`src/hdl/ebh_pkg.sv`:
```
package ebh_pkg;

    // Field widths fixed by the request and result formats.
    localparam int SLOT_W       = 5;
    localparam int VALUE_W      = 32;
    localparam int REQ_W        = 2;
    localparam int STATUS_W     = 2;
    localparam int OUT_COUNT_W  = 32;
    localparam int EDGE_COUNT_W = 5;

    // Configuration port format.
    localparam int CFG_IDX_W  = 2;
    localparam int CFG_DATA_W = 8;

    // Defaults for the top-level parameters.
    localparam int MAX_EDGES_DEF   = 16;
    localparam int COUNT_WIDTH_DEF = 32;

    // Request types.
    typedef enum logic [REQ_W-1:0] {
        REQ_WRITE_EDGE = 2'd0,
        REQ_INSERT     = 2'd1,
        REQ_READ_BIN   = 2'd2,
        REQ_NONE       = 2'd3
    } t_req;

    // Result status codes.
    typedef enum logic [STATUS_W-1:0] {
        ST_OK        = 2'd0,
        ST_NOT_READY = 2'd1,
        ST_NOT_ASC   = 2'd2,
        ST_BAD_SLOT  = 2'd3
    } t_status;

    // Configuration register indexes.
    typedef enum logic [CFG_IDX_W-1:0] {
        CFG_EDGE_COUNT  = 2'd0,
        CFG_CLOSED_ENDS = 2'd1,
        CFG_SPARE_2     = 2'd2,
        CFG_SPARE_3     = 2'd3
    } t_cfg_idx;

    // Sequencer states.
    typedef enum logic [2:0] {
        S_IDLE,
        S_EDGE_CHECK,
        S_TOP_CHECK,
        S_WALK,
        S_COUNT,
        S_RESULT
    } t_state;

    // Outcome of the shared signed comparator.
    typedef struct packed {
        logic lt;
        logic gt;
    } t_cmp_res;

endpackage

```
`src/hdl/ebh_ram.sv`:
```
module ebh_ram #(
    parameter int WIDTH = 32,
    parameter int DEPTH = 16
) (
    input  logic                     i_clk,
    input  logic                     i_wr_en,
    input  logic [$clog2(DEPTH)-1:0] i_wr_addr,
    input  logic [WIDTH-1:0]         i_wr_data,
    input  logic                     i_rd_en,
    input  logic [$clog2(DEPTH)-1:0] i_rd_addr,
    output logic [WIDTH-1:0]         o_rd_data
);

    logic [WIDTH-1:0] r_mem [DEPTH];
    logic [WIDTH-1:0] r_rd_data;

    // One write port and one registered read port.
    always_ff @(posedge i_clk) begin
        if (i_wr_en) begin
            r_mem[i_wr_addr] <= i_wr_data;
        end
        if (i_rd_en) begin
            r_rd_data <= r_mem[i_rd_addr];
        end
    end

    assign o_rd_data = r_rd_data;

endmodule

```
`src/hdl/ebh_cmp.sv`:
```
module ebh_cmp (
    input  logic signed [ebh_pkg::VALUE_W-1:0] i_value,
    input  logic signed [ebh_pkg::VALUE_W-1:0] i_edge,
    output ebh_pkg::t_cmp_res                  o_res
);

    // Signed two's-complement compare of the working value against one edge.
    always_comb begin
        o_res.lt = (i_value < i_edge);
        o_res.gt = (i_value > i_edge);
    end

endmodule

```
`src/hdl/edge_binned_histogram_top.sv`:
```
// Histogram with programmable ascending bin edges over signed Q16.16 values.
// Edges go in with edge-write requests in slot order; a write to slot 0
// clears every count and restarts the load, and a value not above the edge
// below it is refused. Once edge_count edges are loaded (and at least two in
// closed mode), insert requests place a sample in its bin and bump that bin's
// saturating count (in closed mode a sample outside the end edges is not
// counted); read requests return any bin's count at any time. One request is
// taken at a time and the input is not ready until its result has been loaded
// into the output register. One signed comparator checks the edges one per
// cycle, walking down from the top edge through the edge memory's registered
// read port, followed by a read-modify-write of the count memory. Counts are
// zero after reset with no clearing pass; per-bin valid bits stand in for the
// clear.
module edge_binned_histogram_top #(
    parameter int MAX_EDGES   = ebh_pkg::MAX_EDGES_DEF,
    parameter int COUNT_WIDTH = ebh_pkg::COUNT_WIDTH_DEF
) (
    input  logic                                 i_clk,
    input  logic                                 i_rst_n,
    // Request channel.
    input  logic                                 i_valid,
    output logic                                 o_ready,
    input  logic [ebh_pkg::REQ_W-1:0]            i_req_type,
    input  logic [ebh_pkg::SLOT_W-1:0]           i_slot,
    input  logic signed [ebh_pkg::VALUE_W-1:0]   i_sample_value,
    // Result channel.
    output logic                                 o_valid,
    input  logic                                 i_ready,
    output logic [ebh_pkg::STATUS_W-1:0]         o_status,
    output logic                                 o_counted,
    output logic [ebh_pkg::SLOT_W-1:0]           o_bin_number,
    output logic [ebh_pkg::OUT_COUNT_W-1:0]      o_bin_count,
    // Configuration write channel.
    input  logic                                 i_cfg_valid,
    output logic                                 o_cfg_ready,
    input  logic [ebh_pkg::CFG_IDX_W-1:0]        i_cfg_index,
    input  logic [ebh_pkg::CFG_DATA_W-1:0]       i_cfg_data
);

    localparam int IDX_W   = $clog2(MAX_EDGES);
    localparam int BIN_W   = $clog2(MAX_EDGES + 1);
    localparam int NBINS   = MAX_EDGES + 1;
    localparam int CMP_W   = ((BIN_W > ebh_pkg::SLOT_W) ? BIN_W : ebh_pkg::SLOT_W) + 1;
    localparam int VALUE_W = ebh_pkg::VALUE_W;

    // Control and working registers.
    ebh_pkg::t_state              r_state, n_state;
    logic [ebh_pkg::REQ_W-1:0]    r_req, n_req;
    logic [ebh_pkg::SLOT_W-1:0]   r_slot, n_slot;
    logic signed [VALUE_W-1:0]    r_value, n_value;
    logic [BIN_W-1:0]             r_idx, n_idx;
    logic [ebh_pkg::STATUS_W-1:0] r_status, n_status;
    logic                         r_counted, n_counted;
    logic [BIN_W-1:0]             r_bin, n_bin;
    logic [COUNT_WIDTH-1:0]       r_count, n_count;
    logic [BIN_W-1:0]             r_loaded, n_loaded;
    logic [NBINS-1:0]             r_cnt_vld, n_cnt_vld;
    logic [ebh_pkg::EDGE_COUNT_W-1:0] r_edge_count;
    logic                         r_closed;

    // Output register.
    logic                         r_out_valid, n_out_valid;
    logic [ebh_pkg::STATUS_W-1:0] r_out_status;
    logic                         r_out_counted;
    logic [ebh_pkg::SLOT_W-1:0]   r_out_bin;
    logic [ebh_pkg::OUT_COUNT_W-1:0] r_out_count;

    // Memory ports.
    logic                         edge_wr_en, edge_rd_en;
    logic [IDX_W-1:0]             edge_wr_addr, edge_rd_addr;
    logic [VALUE_W-1:0]           edge_wr_data;
    logic [VALUE_W-1:0]           edge_rd_data;
    logic                         cnt_wr_en, cnt_rd_en;
    logic [BIN_W-1:0]             cnt_wr_addr, cnt_rd_addr;
    logic [COUNT_WIDTH-1:0]       cnt_wr_data, cnt_rd_data;

    // Helper values.
    ebh_pkg::t_cmp_res            cmp;
    logic                         accept;
    logic                         load_out;
    logic                         table_ready;
    logic [CMP_W-1:0]             slot_x, ec_x, loaded_x, r_slot_x, bin_x;
    logic [COUNT_WIDTH-1:0]       cur_count, inc_count;
    logic [63:0]                  count_x;

    // Edge storage and count storage.
    ebh_ram #(
        .WIDTH (VALUE_W),
        .DEPTH (MAX_EDGES)
    ) u_edge_ram (
        .i_clk     (i_clk),
        .i_wr_en   (edge_wr_en),
        .i_wr_addr (edge_wr_addr),
        .i_wr_data (edge_wr_data),
        .i_rd_en   (edge_rd_en),
        .i_rd_addr (edge_rd_addr),
        .o_rd_data (edge_rd_data)
    );

    ebh_ram #(
        .WIDTH (COUNT_WIDTH),
        .DEPTH (NBINS)
    ) u_count_ram (
        .i_clk     (i_clk),
        .i_wr_en   (cnt_wr_en),
        .i_wr_addr (cnt_wr_addr),
        .i_wr_data (cnt_wr_data),
        .i_rd_en   (cnt_rd_en),
        .i_rd_addr (cnt_rd_addr),
        .o_rd_data (cnt_rd_data)
    );

    // Shared comparator: working value against the edge just read.
    ebh_cmp u_cmp (
        .i_value (r_value),
        .i_edge  (edge_rd_data),
        .o_res   (cmp)
    );

    // Widened copies for mixed-width compares.
    assign slot_x   = CMP_W'(i_slot);
    assign r_slot_x = CMP_W'(r_slot);
    assign ec_x     = CMP_W'(r_edge_count);
    assign loaded_x = CMP_W'(r_loaded);
    assign bin_x    = CMP_W'(r_bin);

    // The table can take samples once enough ascending edges are held.
    assign table_ready = (ec_x <= CMP_W'(MAX_EDGES)) && (loaded_x >= ec_x)
                         && !(r_closed && (ec_x < CMP_W'(2)));

    // Count seen by the read-modify-write; a bin without its valid bit is zero.
    assign cur_count = r_cnt_vld[r_bin] ? cnt_rd_data : '0;
    assign inc_count = (&cur_count) ? cur_count : cur_count + COUNT_WIDTH'(1);

    assign o_ready     = (r_state == ebh_pkg::S_IDLE);
    assign accept      = i_valid && o_ready;
    assign load_out    = (r_state == ebh_pkg::S_RESULT) && (!r_out_valid || i_ready);
    assign o_cfg_ready = 1'b1;

    // Sequencer: next state, working registers and memory control.
    always_comb begin
        n_state     = r_state;
        n_req       = r_req;
        n_slot      = r_slot;
        n_value     = r_value;
        n_idx       = r_idx;
        n_status    = r_status;
        n_counted   = r_counted;
        n_bin       = r_bin;
        n_count     = r_count;
        n_loaded    = r_loaded;
        n_cnt_vld   = r_cnt_vld;
        edge_wr_en   = 1'b0;
        edge_wr_addr = '0;
        edge_wr_data = r_value;
        edge_rd_en   = 1'b0;
        edge_rd_addr = '0;
        cnt_wr_en    = 1'b0;
        cnt_wr_addr  = r_bin;
        cnt_wr_data  = inc_count;
        cnt_rd_en    = 1'b0;
        cnt_rd_addr  = '0;

        case (r_state)
            ebh_pkg::S_IDLE: begin
                if (accept) begin
                    n_req     = i_req_type;
                    n_slot    = i_slot;
                    n_value   = i_sample_value;
                    n_status  = ebh_pkg::ST_OK;
                    n_counted = 1'b0;
                    n_bin     = '0;
                    n_count   = '0;
                    n_state   = ebh_pkg::S_RESULT;
                    case (i_req_type)
                        ebh_pkg::REQ_WRITE_EDGE: begin
                            if (slot_x >= CMP_W'(MAX_EDGES) ||
                                (slot_x != '0 && slot_x != loaded_x)) begin
                                n_status = ebh_pkg::ST_BAD_SLOT;
                            end else if (slot_x == '0) begin
                                // Slot 0 restarts the load and clears all counts.
                                edge_wr_en   = 1'b1;
                                edge_wr_addr = '0;
                                edge_wr_data = i_sample_value;
                                n_loaded     = BIN_W'(1);
                                n_cnt_vld    = '0;
                            end else begin
                                edge_rd_en   = 1'b1;
                                edge_rd_addr = IDX_W'(slot_x - CMP_W'(1));
                                n_state      = ebh_pkg::S_EDGE_CHECK;
                            end
                        end
                        ebh_pkg::REQ_INSERT: begin
                            if (!table_ready) begin
                                n_status = ebh_pkg::ST_NOT_READY;
                            end else if (r_closed) begin
                                // Check the top edge first.
                                edge_rd_en   = 1'b1;
                                edge_rd_addr = IDX_W'(ec_x - CMP_W'(1));
                                n_state      = ebh_pkg::S_TOP_CHECK;
                            end else if (ec_x == '0) begin
                                // Open mode with no edges: a single bin.
                                cnt_rd_en   = 1'b1;
                                cnt_rd_addr = '0;
                                n_bin       = '0;
                                n_state     = ebh_pkg::S_COUNT;
                            end else begin
                                edge_rd_en   = 1'b1;
                                edge_rd_addr = IDX_W'(ec_x - CMP_W'(1));
                                n_idx        = BIN_W'(ec_x);
                                n_state      = ebh_pkg::S_WALK;
                            end
                        end
                        ebh_pkg::REQ_READ_BIN: begin
                            if (slot_x > CMP_W'(MAX_EDGES)) begin
                                n_status = ebh_pkg::ST_BAD_SLOT;
                            end else begin
                                cnt_rd_en   = 1'b1;
                                cnt_rd_addr = BIN_W'(slot_x);
                                n_bin       = BIN_W'(slot_x);
                                n_state     = ebh_pkg::S_COUNT;
                            end
                        end
                        default: begin
                            n_state = ebh_pkg::S_RESULT;
                        end
                    endcase
                end
            end

            ebh_pkg::S_EDGE_CHECK: begin
                // New edge must lie strictly above the one below it.
                if (!cmp.gt) begin
                    n_status = ebh_pkg::ST_NOT_ASC;
                end else begin
                    edge_wr_en   = 1'b1;
                    edge_wr_addr = IDX_W'(r_slot_x);
                    n_loaded     = BIN_W'(r_slot_x + CMP_W'(1));
                end
                n_state = ebh_pkg::S_RESULT;
            end

            ebh_pkg::S_TOP_CHECK: begin
                // Above the top edge misses in closed mode; else walk down.
                if (cmp.gt) begin
                    n_state = ebh_pkg::S_RESULT;
                end else begin
                    edge_rd_en   = 1'b1;
                    edge_rd_addr = IDX_W'(ec_x - CMP_W'(2));
                    n_idx        = BIN_W'(ec_x - CMP_W'(1));
                    n_state      = ebh_pkg::S_WALK;
                end
            end

            ebh_pkg::S_WALK: begin
                // Edge r_idx-1 is on the read port; the next lower is fetched ahead.
                edge_rd_en   = 1'b1;
                edge_rd_addr = IDX_W'(r_idx - BIN_W'(2));
                if (cmp.lt) begin
                    if (r_idx == BIN_W'(1)) begin
                        // Below the bottom edge.
                        if (r_closed) begin
                            n_state = ebh_pkg::S_RESULT;
                        end else begin
                            cnt_rd_en   = 1'b1;
                            cnt_rd_addr = '0;
                            n_bin       = '0;
                            n_state     = ebh_pkg::S_COUNT;
                        end
                    end else begin
                        n_idx = r_idx - BIN_W'(1);
                    end
                end else begin
                    cnt_rd_en = 1'b1;
                    if (r_closed) begin
                        cnt_rd_addr = r_idx - BIN_W'(1);
                        n_bin       = r_idx - BIN_W'(1);
                    end else begin
                        cnt_rd_addr = r_idx;
                        n_bin       = r_idx;
                    end
                    n_state = ebh_pkg::S_COUNT;
                end
            end

            ebh_pkg::S_COUNT: begin
                // Count arrives; inserts bump it, reads just report it.
                if (r_req == ebh_pkg::REQ_INSERT) begin
                    cnt_wr_en          = 1'b1;
                    n_cnt_vld[r_bin]   = 1'b1;
                    n_counted          = 1'b1;
                    n_count            = inc_count;
                end else begin
                    n_count = cur_count;
                end
                n_state = ebh_pkg::S_RESULT;
            end

            ebh_pkg::S_RESULT: begin
                if (load_out) begin
                    n_state = ebh_pkg::S_IDLE;
                end
            end

            default: begin
                n_state = ebh_pkg::S_IDLE;
            end
        endcase
    end

    // Output register valid flag.
    always_comb begin
        if (load_out) begin
            n_out_valid = 1'b1;
        end else if (i_ready) begin
            n_out_valid = 1'b0;
        end else begin
            n_out_valid = r_out_valid;
        end
    end

    // Control state.
    always_ff @(posedge i_clk) begin
        if (!i_rst_n) begin
            r_state      <= ebh_pkg::S_IDLE;
            r_loaded     <= '0;
            r_cnt_vld    <= '0;
            r_out_valid  <= 1'b0;
            r_edge_count <= '0;
            r_closed     <= 1'b1;
        end else begin
            r_state     <= n_state;
            r_loaded    <= n_loaded;
            r_cnt_vld   <= n_cnt_vld;
            r_out_valid <= n_out_valid;
            if (i_cfg_valid) begin
                case (i_cfg_index)
                    ebh_pkg::CFG_EDGE_COUNT: begin
                        r_edge_count <= i_cfg_data[ebh_pkg::EDGE_COUNT_W-1:0];
                    end
                    ebh_pkg::CFG_CLOSED_ENDS: begin
                        r_closed <= i_cfg_data[0];
                    end
                    default: begin
                    end
                endcase
            end
        end
    end

    // Working payload registers.
    always_ff @(posedge i_clk) begin
        r_req     <= n_req;
        r_slot    <= n_slot;
        r_value   <= n_value;
        r_idx     <= n_idx;
        r_status  <= n_status;
        r_counted <= n_counted;
        r_bin     <= n_bin;
        r_count   <= n_count;
    end

    // Result payload register.
    assign count_x = 64'(r_count);

    always_ff @(posedge i_clk) begin
        if (load_out) begin
            r_out_status  <= r_status;
            r_out_counted <= r_counted;
            r_out_bin     <= bin_x[ebh_pkg::SLOT_W-1:0];
            r_out_count   <= count_x[ebh_pkg::OUT_COUNT_W-1:0];
        end
    end

    assign o_valid      = r_out_valid;
    assign o_status     = r_out_status;
    assign o_counted    = r_out_counted;
    assign o_bin_number = r_out_bin;
    assign o_bin_count  = r_out_count;

endmodule
```
`config.mk`:
```
export PLATFORM = sky130hd
export DESIGN_NAME = edge_binned_histogram_top
export DESIGN_NICKNAME = d
export VERILOG_FILES = /design/src/hdl/ebh_pkg.sv /design/src/hdl/ebh_ram.sv /design/src/hdl/ebh_cmp.sv /design/src/hdl/edge_binned_histogram_top.sv
export SDC_FILE = /design/constraint.sdc
export NUM_CORES = 2
export LEC_CHECK = 0
export ABC_AREA = 1
export BUFFER_PORTS_ARGS = -buffer_cell sky130_fd_sc_hd__buf_2
export CAP_MARGIN = 20
export CORE_ASPECT_RATIO = 2
export CORE_UTILIZATION = 30
export DETAILED_ROUTE_END_ITERATION = 6
export PLACE_DENSITY_LB_ADDON = 0.25
export SYNTH_ARGS = -nofsm -noshare
export SYNTH_HDL_FRONTEND = slang
export SYNTH_SLANG_ARGS = --single-unit
```
`constraint.sdc`:
```
create_clock -name i_clk -period 6.2 [get_ports i_clk]
set_input_delay 0.93 -clock i_clk [delete_from_list [all_inputs] [get_ports i_clk]]
set_output_delay 0.93 -clock i_clk [all_outputs]
set_load 0.1 [all_outputs]
```
==> impl_metrics.yaml <==
outcome:
  status: "completed"
clocking:
  ctsHtreeMaxLevel: 3
  cts_tree: "done"
  postCtsResizedCells: 0
  hold_buffers: 0
  cts_buffer_depth: 3
  clk_pin_slew_worst_paths_ps: 70
  post_cts_buffers: 0
  cts_made_buffers: 115
  clock_sinks: 1276
  ctsRootBufferMaster: "clkbuf_16"
  clock_latency_ps: 760
placement:
  placed_area_mm2: 0.0622
  portBuffers: 92
  place.gp.congestion: 0.918
  dp_hpwl_um: 102000
grt:
  overflow: 0
  grt_pass1_wl_um: 259000
  first_global_vias: 39800
  grt_util_all_layers_pct: 17.8
  grt_max_degree: 193
  antenna_found_initial: 17
floorplanning:
  start_util_pct: 30.2
  io_pins: 97
  core-area_mm2: 0.193
  dieArea_mm2: 0.196
  rows: 228
  dieWidth_um: 313
  die_h_um: 625
setup_path:
  critPathCaptureType: "flip-flop"
  cpMaxStageDelayCell: "edfxtp_1"
  arrival_ps: 5650
  path_common_cell: "nand2_1"
  critPathMaxStageDelay_ps: 760
  startpoint_type: "flip-flop"
  crit_buf_inv: 3
  critPathMaxFanout: 39
  cp_top_family: "simple AND/OR/NAND/NOR gates"
  cp.required_ps: 6770
  worstPathCellList: "nand2_1 -> o2111ai_1 -> nand2_1 -> nand2_1 -> inv_2 -> nand4_4 -> nand2_2 -> inv_1 -> ha_1 -> inv_1 -> nor2_2 -> nand2_1 -> nor2_4 -> nand2_2 -> nand3_1 -> nor2_1 -> nor2_1"
  worst-setup-path-type: "flip-flop to flip-flop"
yosys:
  syn_avg_cell_area_um2: 10.3
  synth_common_cells: "edfxtp_1, nand3_1, inv_1"
  synth_cells: 5661
  yosysSeqAreaShare_pct: 65.3
  synth_area_mm2: 0.0582
  synth_area_leaders: "edfxtp_1, nand3_1, inv_1, nand2_1, nand4_1"
  synth.distinct_cells: 47
  ys.warnings.count: 0
  yosys.cell_count.top_type: "edfxtp_1"
  yosys.area.top_type: "edfxtp_1"
  synth-main-ff-cell: "edfxtp_1"
  synth_nets: 5767
  synth_async_sr_flop_share_pct: 0
  yosysTopAreaCellShare_pct: 64.2
  synth-edff-count: 1244
  synth_seq_cells: 1276
power:
  power_leakage_nw: 26.6
  p_int_mw: 14.6
  switching_share_pct: 27.5
  p_clk_share_pct: 35.2
  p_per_area_mw_per_mm2: 305
  p_sw_mw: 5.52
  combinationalPowerShare_pct: 13.1
  pwr-share-seq_pct: 51.7
  finalPower_mw: 20.1
  ir_drop_uv: 267
timing:
  tightest_slew_ps: 1100
  rsz0062_at_grt: "no"
  max_freq_mhz: 197
  max_slew_margin_pct: 26.7
  setup_viol: 0
  finalCriticalPeriod_ps: 5080
  drv_slew: 0
  setup_tns_ps: 0
  finalCritPeriodShare_pct: 82.0
  finalHoldViolations: 0
  clock_skew_ps: 67.7
drt:
  wl_per_cell_um: 21.3
  num_vias: 40400
  drc: 0
  routed_wl_um: 176000
  viasPerCell: 4.88
  first_iter_violations: 2917
  first_pass_iters: 7
  antenna_left: 0
finish:
  multiInputGateArea_mm2: 0.0151
  fin_nets: 5772
  area_delta_synth_final_pct: 13.2
  drive_gt1_share_pct: 8.18
  stdcell_area_mm2: 0.0659
  seqCellArea_mm2: 0.0380
  n_fill_cell: 19500
worst_hold_path:
  min_path_type: "input port to flip-flop"
flow_run:
  drv_cap: 0
## metal layers
| metal | vias up | GRT usage [%] | share of wire [%] |
|---|---|---|---|
| met5 | - | 0 | 0.017 |
| met2 | 1148 | 33.6 | 54 |
| met1 | 19800 | 19.7 | 38 |
| met4 | 4 | 8.20 | 4.1 |
| li1 | 19100 | - | - |
| met3 | 347 | 1.85 | 4.1 |
## sequential cells by signal, summed over array words and instances (netlist names)
| register | cells |
|---|---|
| u_count_ram.r_mem | 544 |
| u_edge_ram.r_mem | 512 |
| u_edge_ram.o_rd_data | 32 |
| r_status | 2 |
| u_count_ram.o_rd_data | 32 |
| r_idx | 5 |
| r_count | 32 |
| r_closed | 1 |
| o_bin_count | 32 |
| r_slot | 5 |
| o_valid | 1 |
| r_value | 32 |
| r_loaded | 5 |
| cnt_wr_addr | 5 |
| r_edge_count | 5 |
| r_cnt_vld | 17 |
| r_state | 3 |
| o_status | 2 |
| o_bin_number | 5 |
| r_counted | 1 |
| o_counted | 1 |
| r_req | 2 |
## per-stage QoR
step           hold slack, ps  worst slack [ps]  std cells  utilization (%)
6_report                  371              1120       8293             34.2
3_3_place_gp              407              1150       8078             32.3
5_1_grt                   342               815       8291             34.2
4_1_cts                   305              1090       8285             34.2
2_1_floorplan             400               938       5661                -
3_5_place_dp              405              1090       8079             32.3
## cells in the final DEF (no fill, tap or decap), types with 4 or more instances in the layout
cell        instances
edfxtp_1         1244
nand3_1          1115
inv_1            1083
nand2_1           978
nand4_1           280
nor2_1            136
nand3b_1          131
clkbuf_16         116
buf_2              92
buf_4              87
a21oi_1            74
o21ai_0            53
ha_1               52
buf_12             38
dfxtp_1            32
nor2_4             22
clkinv_1           22
clkbuf_1           21
nor3_2             17
clkinv_2           17
inv_2              10
o22ai_1             9
clkinvlp_4          9
diode_2             8
nand2_4             8
xor2_1              7
nor2_2              7
bufinv_16           7
o221ai_1            6
a31oi_1             6
nor3_1              5
o31ai_1             5
nand2_2             5
clkbuf_8            5
inv_4               4
xnor2_1             4
nand3_2             4
## path summary, 6_finish.rpt
kind / cells past startpoint / slack (ps) / start / to
worst max-delay path: 17 / 1120 / cnt_wr_addr[1] / r_count[15]
worst min-delay path: 1 / 370 / i_sample_value[29] / r_value[29]
worst max register to register: 17 / 1120 / cnt_wr_addr[1] / r_count[15]
worst min register to register: 0 / 420 / r_count[28] / o_bin_count[28]
## power by group through the flow
stage	sequential, mW	clock [mW]	combinational [mW]
3_3_place_gp	10.6	0	2.62
5_1_grt	10.4	7.50	2.86
2_1_floorplan	10.7	0	1.47
3_5_place_dp	10.6	0	2.65
4_1_cts	10.4	7.24	2.65
6_report	10.4	7.08	2.62
## cell families after synthesis
family          share of synthesized area (%)
flops                                    65.3
buf+inv                                  9.44
compound gates                           1.75
xor+xnor                                0.165
fa+ha+maj                                1.12
simple gates                             22.3
other cells                           0.00644
## area by class of cell
class | instances | area share (%)
Clock buffer | 142 | 4.63
Tap cell | 2530 | 4.80
Clock inverter | 64 | 0.894
Inverter | 1097 | 6.26
Multi-Input combinational cell | 2959 | 22.9
Antenna cell | 8 | 0.0304
Timing Repair Buffer | 217 | 2.84
Sequential cell | 1276 | 57.7
Power figures use the tool's default switching activity.
